$ cat src/design/bank_record_endian_swapper_defines.svh
// Assertion macros for the record endian swapper.
// Included by files that carry concurrent checks; no other dependencies.
`ifndef BANK_RECORD_ENDIAN_SWAPPER_DEFINES_SVH
`define BANK_RECORD_ENDIAN_SWAPPER_DEFINES_SVH

`ifndef SYNTHESIS
`define BRES_ASSERT_IMPL(label, clk, rst_n, prop) \
    label: assert property (@(posedge clk) disable iff (!rst_n) prop) \
        else $error("bres check failed");
`define BRES_ASSERT_NEVER(label, clk, rst_n, expr) \
    label: assert property (@(posedge clk) disable iff (!rst_n) !(expr)) \
        else $error("bres forbidden condition");
`else
`define BRES_ASSERT_IMPL(label, clk, rst_n, prop)
`define BRES_ASSERT_NEVER(label, clk, rst_n, expr)
`endif

`endif

$ cat src/design/bres_pkg.sv
// Shared types and codes for the record endian swapper.
// No dependencies.
package bres_pkg;

    typedef logic [31:0] t_word;
    typedef logic [1:0]  t_phase;
    typedef logic [3:0]  t_hpos;

    localparam t_phase PH_REC  = 2'd0;
    localparam t_phase PH_BANK = 2'd1;
    localparam t_phase PH_DATA = 2'd2;

    typedef struct packed {
        t_word word_out;
        logic  record_last;
        logic  in_header;
    } t_result;

    typedef struct packed {
        t_phase phase;
        t_hpos  hpos;
    } t_core_stat;

endpackage

$ cat src/design/bres_in_if.sv
// Input channel of the record endian swapper: one stream word per transaction.
// Depends on bres_pkg.
interface bres_in_if;
    logic              valid;
    logic              ready;
    bres_pkg::t_word   word_in;

    modport source (output valid, output word_in, input ready);
    modport sink   (input valid, input word_in, output ready);
endinterface

$ cat src/design/bres_out_if.sv
// Output channel of the record endian swapper: one converted word per transaction.
// Depends on bres_pkg.
interface bres_out_if;
    logic              valid;
    logic              ready;
    bres_pkg::t_word   word_out;
    logic              record_last;
    logic              in_header;

    modport source (output valid, output word_out, output record_last,
                    output in_header, input ready);
    modport sink   (input valid, input word_out, input record_last,
                    input in_header, output ready);
endinterface

$ cat src/design/bank_record_endian_swapper.sv
// Record endian swapper top level: input register, parser/converter, result register.
// A transaction passes through the input register and then the result register.
// Throughput: one word per cycle unless output back-pressure stalls both stages.
// Reset (synchronous, active low) clears the parse state and both stage valids,
// and loads the format tag with 0x20363142; no clearing pass is needed.
`include "bank_record_endian_swapper_defines.svh"
module bank_record_endian_swapper (
    input  logic              i_clk,
    input  logic              i_rst_n,
    bres_in_if.sink           i_in,
    bres_out_if.source        o_out,
    input  logic              i_cfg_we,
    input  bres_pkg::t_word   i_cfg_wdata
);
    import bres_pkg::*;

    logic       in_valid;
    t_word      in_word;
    logic       adv;
    logic       fire;
    t_result    res;
    t_core_stat stat;

    assign fire = in_valid && adv;

    bres_in_stage u_in_stage (
        .i_clk   (i_clk),
        .i_rst_n (i_rst_n),
        .i_in    (i_in),
        .i_adv   (adv),
        .o_valid (in_valid),
        .o_word  (in_word)
    );

    bres_core u_core (
        .i_clk       (i_clk),
        .i_rst_n     (i_rst_n),
        .i_cfg_we    (i_cfg_we),
        .i_cfg_wdata (i_cfg_wdata),
        .i_fire      (fire),
        .i_word      (in_word),
        .o_res       (res),
        .o_stat      (stat)
    );

    bres_out_stage u_out_stage (
        .i_clk   (i_clk),
        .i_rst_n (i_rst_n),
        .i_valid (in_valid),
        .i_res   (res),
        .o_adv   (adv),
        .o_out   (o_out)
    );

    `BRES_ASSERT_IMPL(a_in_hold, i_clk, i_rst_n, (in_valid && !adv) |=> in_valid)
    `BRES_ASSERT_IMPL(a_ready_when_empty, i_clk, i_rst_n, !o_out.valid |-> i_in.ready)
    `BRES_ASSERT_NEVER(a_data_pos_zero, i_clk, i_rst_n, stat.phase == PH_DATA && stat.hpos != '0)
endmodule

$ cat src/design/bres_in_stage.sv
// Input register of the record endian swapper.
// Depends on bres_pkg and bres_in_if.
module bres_in_stage (
    input  logic                i_clk,
    input  logic                i_rst_n,
    bres_in_if.sink             i_in,
    input  logic                i_adv,
    output logic                o_valid,
    output bres_pkg::t_word     o_word
);
    import bres_pkg::*;

    logic  r_valid;
    t_word r_word;
    logic  accept;

    assign i_in.ready = !r_valid || i_adv;
    assign accept     = i_in.valid && i_in.ready;

    always_ff @(posedge i_clk) begin
        if (!i_rst_n) begin
            r_valid <= 1'b0;
        end else if (accept) begin
            r_valid <= 1'b1;
        end else if (i_adv) begin
            r_valid <= 1'b0;
        end
    end

    always_ff @(posedge i_clk) begin
        if (accept) begin
            r_word <= i_in.word_in;
        end
    end

    assign o_valid = r_valid;
    assign o_word  = r_word;
endmodule

$ cat src/design/bres_core.sv
// Record/bank parser and byte-order conversion for the record endian swapper.
// Holds the parse state and the format tag register; depends on bres_pkg.
module bres_core (
    input  logic                  i_clk,
    input  logic                  i_rst_n,
    input  logic                  i_cfg_we,
    input  bres_pkg::t_word       i_cfg_wdata,
    input  logic                  i_fire,
    input  bres_pkg::t_word       i_word,
    output bres_pkg::t_result     o_res,
    output bres_pkg::t_core_stat  o_stat
);
    import bres_pkg::*;

    localparam int unsigned RECORD_HEADER_WORDS = 11;
    localparam int unsigned BANK_HEADER_WORDS   = 10;
    localparam t_hpos REC_POS_SIG    = 4'd1;
    localparam t_hpos REC_POS_NAME0  = 4'd3;
    localparam t_hpos REC_POS_NAME1  = 4'd4;
    localparam t_hpos REC_POS_LAST   = t_hpos'(RECORD_HEADER_WORDS - 1);
    localparam t_hpos BANK_POS_NAME0 = 4'd1;
    localparam t_hpos BANK_POS_NAME1 = 4'd2;
    localparam t_hpos BANK_POS_LEN   = 4'd8;
    localparam t_hpos BANK_POS_LAST  = t_hpos'(BANK_HEADER_WORDS - 1);
    localparam t_word TAG_RESET      = 32'h2036_3142;
    localparam t_word SIGNATURE      = 32'd24;

    function automatic t_word rev32(input t_word x);
        return {x[7:0], x[15:8], x[23:16], x[31:24]};
    endfunction

    function automatic t_word rev16pair(input t_word x);
        return {x[23:16], x[31:24], x[7:0], x[15:8]};
    endfunction

    t_word  r_tag;
    t_phase r_phase, n_phase;
    t_hpos  r_hpos, n_hpos;
    t_word  r_rec_len, n_rec_len;
    t_word  r_wc, n_wc;
    t_word  r_rem, n_rem;
    logic   r_short, n_short;
    t_result res;
    t_word  rem_dec;

    always_comb begin
        n_phase   = r_phase;
        n_hpos    = r_hpos;
        n_rec_len = r_rec_len;
        n_wc      = r_wc;
        n_rem     = r_rem;
        n_short   = r_short;
        res       = '0;
        rem_dec   = (r_rem != '0) ? r_rem - 32'd1 : '0;
        unique case (r_phase)
            PH_BANK: begin
                res.in_header = 1'b1;
                if (r_hpos == BANK_POS_NAME0 || r_hpos == BANK_POS_NAME1 ||
                    r_hpos == BANK_POS_LAST) begin
                    res.word_out = i_word;
                end else begin
                    res.word_out = rev32(i_word);
                end
                if (r_hpos == BANK_POS_LEN) begin
                    n_rem = i_word;
                end
                if (r_hpos >= BANK_POS_LAST) begin
                    n_hpos  = '0;
                    n_short = (i_word == r_tag);
                    n_wc    = r_wc + t_word'(BANK_HEADER_WORDS) + r_rem;
                    if (r_rem[31] || r_rem == '0) begin
                        n_rem           = '0;
                        res.record_last = (n_wc >= r_rec_len);
                        n_phase         = res.record_last ? PH_REC : PH_BANK;
                    end else begin
                        n_phase = PH_DATA;
                    end
                end else begin
                    n_hpos = r_hpos + 4'd1;
                end
            end
            PH_DATA: begin
                res.word_out = r_short ? rev16pair(i_word) : rev32(i_word);
                n_rem        = rem_dec;
                if (rem_dec == '0) begin
                    res.record_last = (r_wc >= r_rec_len);
                    n_phase         = res.record_last ? PH_REC : PH_BANK;
                end
            end
            default: begin
                res.in_header = 1'b1;
                if (r_hpos == REC_POS_NAME0 || r_hpos == REC_POS_NAME1) begin
                    res.word_out = i_word;
                end else if (r_hpos == REC_POS_SIG) begin
                    res.word_out = rev32(SIGNATURE);
                end else begin
                    res.word_out = rev32(i_word);
                end
                if (r_hpos >= REC_POS_LAST) begin
                    n_hpos    = '0;
                    n_rec_len = i_word;
                    n_wc      = '0;
                    if (i_word == '0) begin
                        res.record_last = 1'b1;
                        n_phase         = PH_REC;
                    end else begin
                        n_phase = PH_BANK;
                    end
                end else begin
                    n_hpos  = r_hpos + 4'd1;
                    n_phase = PH_REC;
                end
            end
        endcase
    end

    always_ff @(posedge i_clk) begin
        if (!i_rst_n) begin
            r_tag <= TAG_RESET;
        end else if (i_cfg_we) begin
            r_tag <= i_cfg_wdata;
        end
    end

    always_ff @(posedge i_clk) begin
        if (!i_rst_n) begin
            r_phase   <= PH_REC;
            r_hpos    <= '0;
            r_rec_len <= '0;
            r_wc      <= '0;
            r_rem     <= '0;
            r_short   <= 1'b0;
        end else if (i_fire) begin
            r_phase   <= n_phase;
            r_hpos    <= n_hpos;
            r_rec_len <= n_rec_len;
            r_wc      <= n_wc;
            r_rem     <= n_rem;
            r_short   <= n_short;
        end
    end

    assign o_res        = res;
    assign o_stat.phase = r_phase;
    assign o_stat.hpos  = r_hpos;
endmodule

$ cat src/design/bres_out_stage.sv
// Result register of the record endian swapper, driving the output channel.
// Depends on bres_pkg and bres_out_if.
module bres_out_stage (
    input  logic                i_clk,
    input  logic                i_rst_n,
    input  logic                i_valid,
    input  bres_pkg::t_result   i_res,
    output logic                o_adv,
    bres_out_if.source          o_out
);
    import bres_pkg::*;

    logic    r_valid;
    t_result r_res;

    assign o_adv = !r_valid || o_out.ready;

    always_ff @(posedge i_clk) begin
        if (!i_rst_n) begin
            r_valid <= 1'b0;
        end else if (o_adv) begin
            r_valid <= i_valid;
        end
    end

    always_ff @(posedge i_clk) begin
        if (o_adv && i_valid) begin
            r_res <= i_res;
        end
    end

    assign o_out.valid       = r_valid;
    assign o_out.word_out    = r_res.word_out;
    assign o_out.record_last = r_res.record_last;
    assign o_out.in_header   = r_res.in_header;
endmodule
$ cat src/flat_wrapper.sv
// flat-port wrapper written by rule: the top's interface ports become plain ports
module bank_record_endian_swapper_flat import bres_pkg::*;
  (i_clk, i_rst_n, i_cfg_we, i_cfg_wdata, i_in_valid, i_in_word_in, i_in_ready, o_out_valid, o_out_word_out, o_out_record_last, o_out_in_header, o_out_ready);
  bres_in_if i_in_i ();
  bres_out_if o_out_i ();
  input  logic i_clk;
  input  logic i_rst_n;
  input  logic i_cfg_we;
  input  bres_pkg::t_word i_cfg_wdata;
  input wire logic [$bits(i_in_i.valid)-1:0] i_in_valid;
  input wire logic [$bits(i_in_i.word_in)-1:0] i_in_word_in;
  output wire logic [$bits(i_in_i.ready)-1:0] i_in_ready;
  output wire logic [$bits(o_out_i.valid)-1:0] o_out_valid;
  output wire logic [$bits(o_out_i.word_out)-1:0] o_out_word_out;
  output wire logic [$bits(o_out_i.record_last)-1:0] o_out_record_last;
  output wire logic [$bits(o_out_i.in_header)-1:0] o_out_in_header;
  input wire logic [$bits(o_out_i.ready)-1:0] o_out_ready;
  assign i_in_i.valid = i_in_valid;
  assign i_in_i.word_in = i_in_word_in;
  assign i_in_ready = i_in_i.ready;
  assign o_out_valid = o_out_i.valid;
  assign o_out_word_out = o_out_i.word_out;
  assign o_out_record_last = o_out_i.record_last;
  assign o_out_in_header = o_out_i.in_header;
  assign o_out_i.ready = o_out_ready;
  bank_record_endian_swapper u_core (.i_clk(i_clk), .i_rst_n(i_rst_n), .i_in(i_in_i), .o_out(o_out_i), .i_cfg_we(i_cfg_we), .i_cfg_wdata(i_cfg_wdata));
endmodule
$ cat config.mk
export PLATFORM = sky130hd
export DESIGN_NAME = bank_record_endian_swapper_flat
export DESIGN_NICKNAME = d
export VERILOG_FILES = /design/src/design/bres_pkg.sv /design/src/design/bres_in_if.sv /design/src/design/bres_out_if.sv /design/src/design/bank_record_endian_swapper.sv /design/src/design/bres_in_stage.sv /design/src/design/bres_core.sv /design/src/design/bres_out_stage.sv /design/src/flat_wrapper.sv
export VERILOG_INCLUDE_DIRS = /design/src /design/src/design
export SDC_FILE = /design/constraint.sdc
export NUM_CORES = 1
export LEC_CHECK = 0
export ABC_AREA = 1
export BUFFER_PORTS_ARGS = -buffer_cell sky130_fd_sc_hd__buf_2
export CORE_MARGIN = 4
export CORE_UTILIZATION = 57
export CTS_CLUSTER_SIZE = 28
export DETAILED_ROUTE_END_ITERATION = 8
export PLACE_DENSITY = 0.76
export SLEW_MARGIN = 15
export SYNTH_ARGS = -nofsm -noshare
export SYNTH_HDL_FRONTEND = slang
export SYNTH_SLANG_ARGS = --single-unit
$ cat constraint.sdc
create_clock -name i_clk -period 5.2 [get_ports i_clk]
set_input_delay 0.52 -clock i_clk [delete_from_list [all_inputs] [get_ports i_clk]]
set_output_delay 0.52 -clock i_clk [all_outputs]
set_load 0.005 [all_outputs]
======== Word-level counts from Yosys, hierarchy flattened ========
Cells that the tools add are included.
storage, ports and cells
  flip-flop bits (word level) ............. 203
  bits of input ports ..................... 69
  output and inout port bits .............. 36
  word-level logic and storage cells ...... 90
operators by class
  add/sub/neg operators ................... 4
  order comparisons ....................... 4
  eq/ne operators ......................... 11
  muxes and demuxes ....................... 32
  bitwise logic cells ..................... 2
  reduce and logical (&&, ||, !) cells .... 24
operators by type and width
  kind                     count
  $mux W32                 10
  $pmux W32 S2             2
  $logic_not A32 Y1        3
  $pmux W33 S2             1
  $ge A32 B32 Y1           2
  $add A32 B32 Y32         1
  $add A32 B4 Y32 const B  1
  $eq A32 B32 Y1           1
  $reduce_bool A32 Y1      1
  $sub A32 B1 Y32 const B  1
  $mux W1                  11
  $reduce_and A3 Y1        3
  $eq A4 B2 Y1 const B     2
  $eq A4 B4 Y1 const B     2
  $ge A4 B4 Y1 const B     2
  $mux W2                  4
  $mux W4                  2
  $pmux W4 S2              1
  $logic_or A1 B1 Y1       6
  $reduce_bool A2 Y1       3
  $add A4 B1 Y4 const B    1
  $eq A4 B1 Y1 const B     1
  $eq A4 B3 Y1 const B     1
  $ne A2 B2 Y1 const B     2
  other kinds (9)          13

======== Longest topological paths before layout ========
  word-level depth ........................ 7
  gate-level depth with buffers ........... 28
  mapped depth without buffers ............ 28

======== Hierarchy ========
A second synthesis with hierarchy kept.
unflattened totals
  cell total of the unflattened synthesis .. 2009
  area total of the unflattened synthesis .. 14362.5 µm²
modules (own cells, without submodules)
  module                      times used  cells each  area each (µm²)  seq. area each (µm²)
  bres_core                   1           1927        12270.5          2702.6
  bres_out_stage              1           41          1072.3           1041.0
  bres_in_stage               1           39          1012.2           980.9
  bank_record_endian_swapper  1           2           7.5              0.0

======== Least setup slack after synthesis ========
Ideal clock, no wire load.
  path kind ............................... flip-flop to flip-flop
  start point ............................. register u_core.u_core.r_rem[1]
  end point ............................... register u_core.u_out_stage.r_res, in the netlist u_core.u_out_stage.o_out.record_last, data pin
  setup time .............................. 260 ps
  arrival ................................. 3486 ps
  data required time ...................... 4940 ps
  slack ................................... 1454 ps
  stages on the path, launching flop included .. 26
  path buffers ............................ 0
  clock period less this slack ............ 3746 ps
  cells stage by stage .................... dfxtp_1 > inv_1 > ha_1 > inv_1 > ha_1 > inv_1 > fa_1 > inv_1 > nand2_1 > o21ai_0 > nand4_1 > nand2_1 > a21oi_1 > o21ai_0 > xor2_1 > ha_1 > a21oi_1 > o21ai_0 > nand2_1 > o211ai_1 > a21oi_1 > nand3_1 > nand3_1 > o21ai_0 > nand2_1 > o21ai_0
RTL lines
  element                 line                  RTL
  from (decl)             bres_core.sv:41       t_word r_rem, n_rem;
  from (signal assigned)  bres_core.sv:138      r_rem <= n_rem;
  to (signal assigned)    bres_out_stage.sv:28  r_res <= i_res;
  to (decl)               bres_out_stage.sv:14  t_result r_res;

==> impl_metrics.py <==
metrics = {
    "run_status": {
        "status": "finished, final reports clean",
    },
    "sta": {
        "layout_setup_ws_ns": 0.797,
        "tns_ns": 0,
        "relSlewSlack_pct": 24.8,
        "finalHoldViolations": 0,
        "timing.fmax_mhz": 227,
        "slew_violations": 0,
        "setup_viol": 0,
        "rsz0062_at_grt": "false",
        "tightest_slew_ns": 1.12,
        "fin_crit_ns": 4.40,
        "finalCritPeriodShare_pct": 84.7,
        "finalClockSkew_ns": 0.0112,
    },
    "critical_path": {
        "worst_path_most_repeated_cell": "o21ai_0",
        "crit_path_end_kind": "register",
        "worstPathRequired_ns": 5.48,
        "crit_type": "register to register",
        "r2r_cells": 26,
        "path_max_fanout": 5,
        "cp.depth": 26,
        "cp.arrival_ns": 4.68,
        "critPathTopFamily": "compound AO/OA/AOI/OAI gates",
        "cp.buffers_inverters": 5,
        "cp_slowest_cell": "dfxtp_1",
        "startpoint_type": "register",
        "critPathMaxStageDelay_ns": 0.35,
    },
    "grt": {
        "grt_pass1_vias": 13741,
        "track_usage_pct": 33.4,
        "grt_max_degree": 88,
        "antenna_found_initial": 0,
        "overflow": 0,
        "grt_pass1_wl_um": 74800,
    },
    "power_and_ir_drop": {
        "power_leakage_nw": 7.31,
        "ir_drop_mv": 0.294,
        "power.density_nw_per_um2": 292,
    },
    "synth": {
        "ys_warn_count": 0,
        "syn_nets": 2160,
        "synth-seq-cells": 203,
        "synth.distinct_cells": 47,
        "syn_area_per_cell_um2": 7.28,
        "ys.flop_type": "dfxtp_1",
        "async_reset_ff_share_pct": 0,
        "synthCells": 1958,
        "synth_edf_count": 66,
        "post_synth_instance_area_um2": 14200,
        "synth_seq_area_share_pct": 33.2,
    },
    "floorplanning": {
        "die_area_um2": 27600,
        "fp.coreArea_um2": 24500,
        "num_rows": 57,
        "start_util_pct": 58.3,
        "die_w_um": 166,
        "die_y_um": 166,
        "io_pins": 105,
    },
    "layout": {
        "antennaDiodeCount": 0,
        "final_area_um2": 15800,
        "area_delta_synth_final_pct": 10.7,
        "fill_cells": 2259,
        "final_core_util_pct": 64.5,
        "drive_gt1_share_pct": 9.10,
        "nets": 2218,
    },
    "drt": {
        "vias": 14794,
        "final_antenna_net_count": 0,
        "initialDrtViolationCount": 2167,
        "first_pass_iters": 8,
        "wire_per_inst_um": 20.5,
        "viasPerCell": 6.28,
        "drt-total-wl_um": 48200,
        "drc": 0,
    },
    "cts": {
        "cts_tree": "yes",
        "clk_pin_slew_worst_paths_ns": 0.06,
        "post_cts_buffers": 0,
        "cts_htree_levels": 1,
        "ctsResizeCount": 0,
        "clk_latency_ns": 0.54,
        "clock_path_buffers": 3,
        "postCtsHoldBufs": 0,
        "cts_root_buffer": "clkbuf_16",
        "cts_buffers": 24,
        "cts.sinks": 203,
    },
    "placement": {
        "portBuffers": 104,
        "place_area_um2": 15000,
        "gp_congestion": 1.05,
        "place_ws_ns": 0.868,
        "post-dp-hpwl_um": 36000,
    },
    "min_path": {
        "hold_path_depth": 1,
        "hold_class": "input pin to register",
    },
    "flow_run": {
        "maxCapViolations": 0,
    },
}
-- per-stage QoR --
stage / hold slack, ns / power (W) / std cells
4_1_cts: 0.149 / 0.00458 / 2355
6_report: 0.157 / 0.00461 / 2357
3_3_place_gp: 0.461 / 0.00292 / 2312
2_1_floorplan: 0.448 / 0.00259 / 1958
3_5_place_dp: 0.465 / 0.00294 / 2312
5_1_grt: 0.143 / 0.00483 / 2357
-- routing by layer --
layer  GRT usage (%)  routed length, µm
met5               0                  0
met4            12.8               2110
met3            7.09               6020
met2            50.0              20200
met1            47.4              19800
-- worst reg2reg max path, delay by kind of cell (launching register included) --
family	cells	cell delay, ns
DFF	1	0.35
and+or+nand+nor	7	0.60
AOI/OAI and AO/OA	9	1.38
xor gates and xnor gates	1	0.27
adders and majority gates	4	1.07
buffers and inverters	5	0.49
-- placed cells by master, fill, tap and decap left out, types with 6 or more instances in the layout --
cell and n:
buf_2 104, nor2_2 7, nor2_1 174, dfxtp_1 137, nand2_2 6, xor2_1 23
buf_4 12, edfxtp_1 66, nand4_1 30, ha_1 132, nor4_1 12, a31oi_1 16
o22ai_1 31, a21oi_1 167, clkbuf_16 25, o21ai_0 209, a22o_1 19, xnor2_1 35
a21o_1 6, o2111ai_1 24, nand3_1 110, inv_2 6, o211ai_1 35, clkbuf_1 6
a221oi_1 7, o21ai_1 6, nand2_1 324, nor3_1 20, inv_1 228
-- cells by family after synthesis --
kind of cell    after synthesis  share of synthesized area, %
flops                       203                          33.2
compound gates              542                          22.0
simple gates                699                          21.0
buf+inv                     323                          8.62
fa+ha+maj                   133                          11.7
xor+xnor                     58                          3.56
-- worst paths after layout --
path,startpoint,slack [ns],endpoint
worst min register to register,u_core.u_core.r_tag[12]$_SDFFE_PN1P_,0.48,u_core.u_core.r_tag[12]$_SDFFE_PN1P_
worst max register to register,u_core.u_core.r_rem[1]$_SDFFE_PN0P_,0.80,u_core.u_out_stage.o_out.record_last$_DFFE_PP_
worst max-delay path,u_core.u_core.r_rem[1]$_SDFFE_PN0P_,0.80,u_core.u_out_stage.o_out.record_last$_DFFE_PP_
worst min-delay path,i_in_word_in[24],0.16,u_core.u_in_stage.o_word[24]$_DFFE_PP_
-- report_power, final --
| group | internal [W] | switching (W) |
|---|---|---|
| clock network | 0.000960 | 0.000695 |
| logic | 0.000356 | 0.000775 |
| registers | 0.00173 | 0.0000902 |
| total | 0.00304 | 0.00156 |
-- cell type report --
| cell class | count | area, µm² | area share (%) |
|---|---|---|---|
| repair buffers | 118 | 653 | 4.14 |
| clock inverters | 10 | 91.3 | 0.579 |
| multi-input cells | 1432 | 8330 | 52.8 |
| inverters | 237 | 890 | 5.64 |
| clock buffers | 33 | 676 | 4.28 |
| well taps | 324 | 405 | 2.57 |
| flip-flops and latches | 203 | 4720 | 30.0 |
-- synth_stat cells (6+ instances only) --
library cell	number	area, µm²
a21o_1	6	45.0
a21oi_1	167	836
a221oi_1	7	61.3
a22o_1	19	166
a31oi_1	16	100
buf_2	7	35.0
clkbuf_1	74	278
dfxtp_1	137	2740
edfxtp_1	66	1980
ha_1	132	1650
inv_1	228	856
nand2_1	325	1220
nand3_1	110	551
nand4_1	30	188
nor2_1	177	664
nor3_1	20	100
nor4_1	12	75.1
o2111ai_1	24	210
o211ai_1	35	263
o21ai_0	209	1050
o21ai_1	7	35.0
o22ai_1	31	194
xnor2_1	35	307
xor2_1	23	201
-- flip-flops by register name, summed over array words and instances, names as in the netlist --
register                              cells
u_core.u_core.r_phase                     2
u_core.u_core.r_rem                      32
u_core.u_in_stage.o_valid                 1
u_core.u_core.r_tag                      32
u_core.u_core.r_wc                       32
u_core.u_core.r_rec_len                  32
u_core.u_out_stage.o_out.record_last      1
u_core.u_core.r_short                     1
u_core.u_out_stage.o_out.word_out        32
u_core.u_out_stage.o_out.in_header        1
u_core.u_core.r_hpos                      4
u_core.u_in_stage.o_word                 32
u_core.u_out_stage.o_out.valid            1
(Power assumes the default switching activity.)
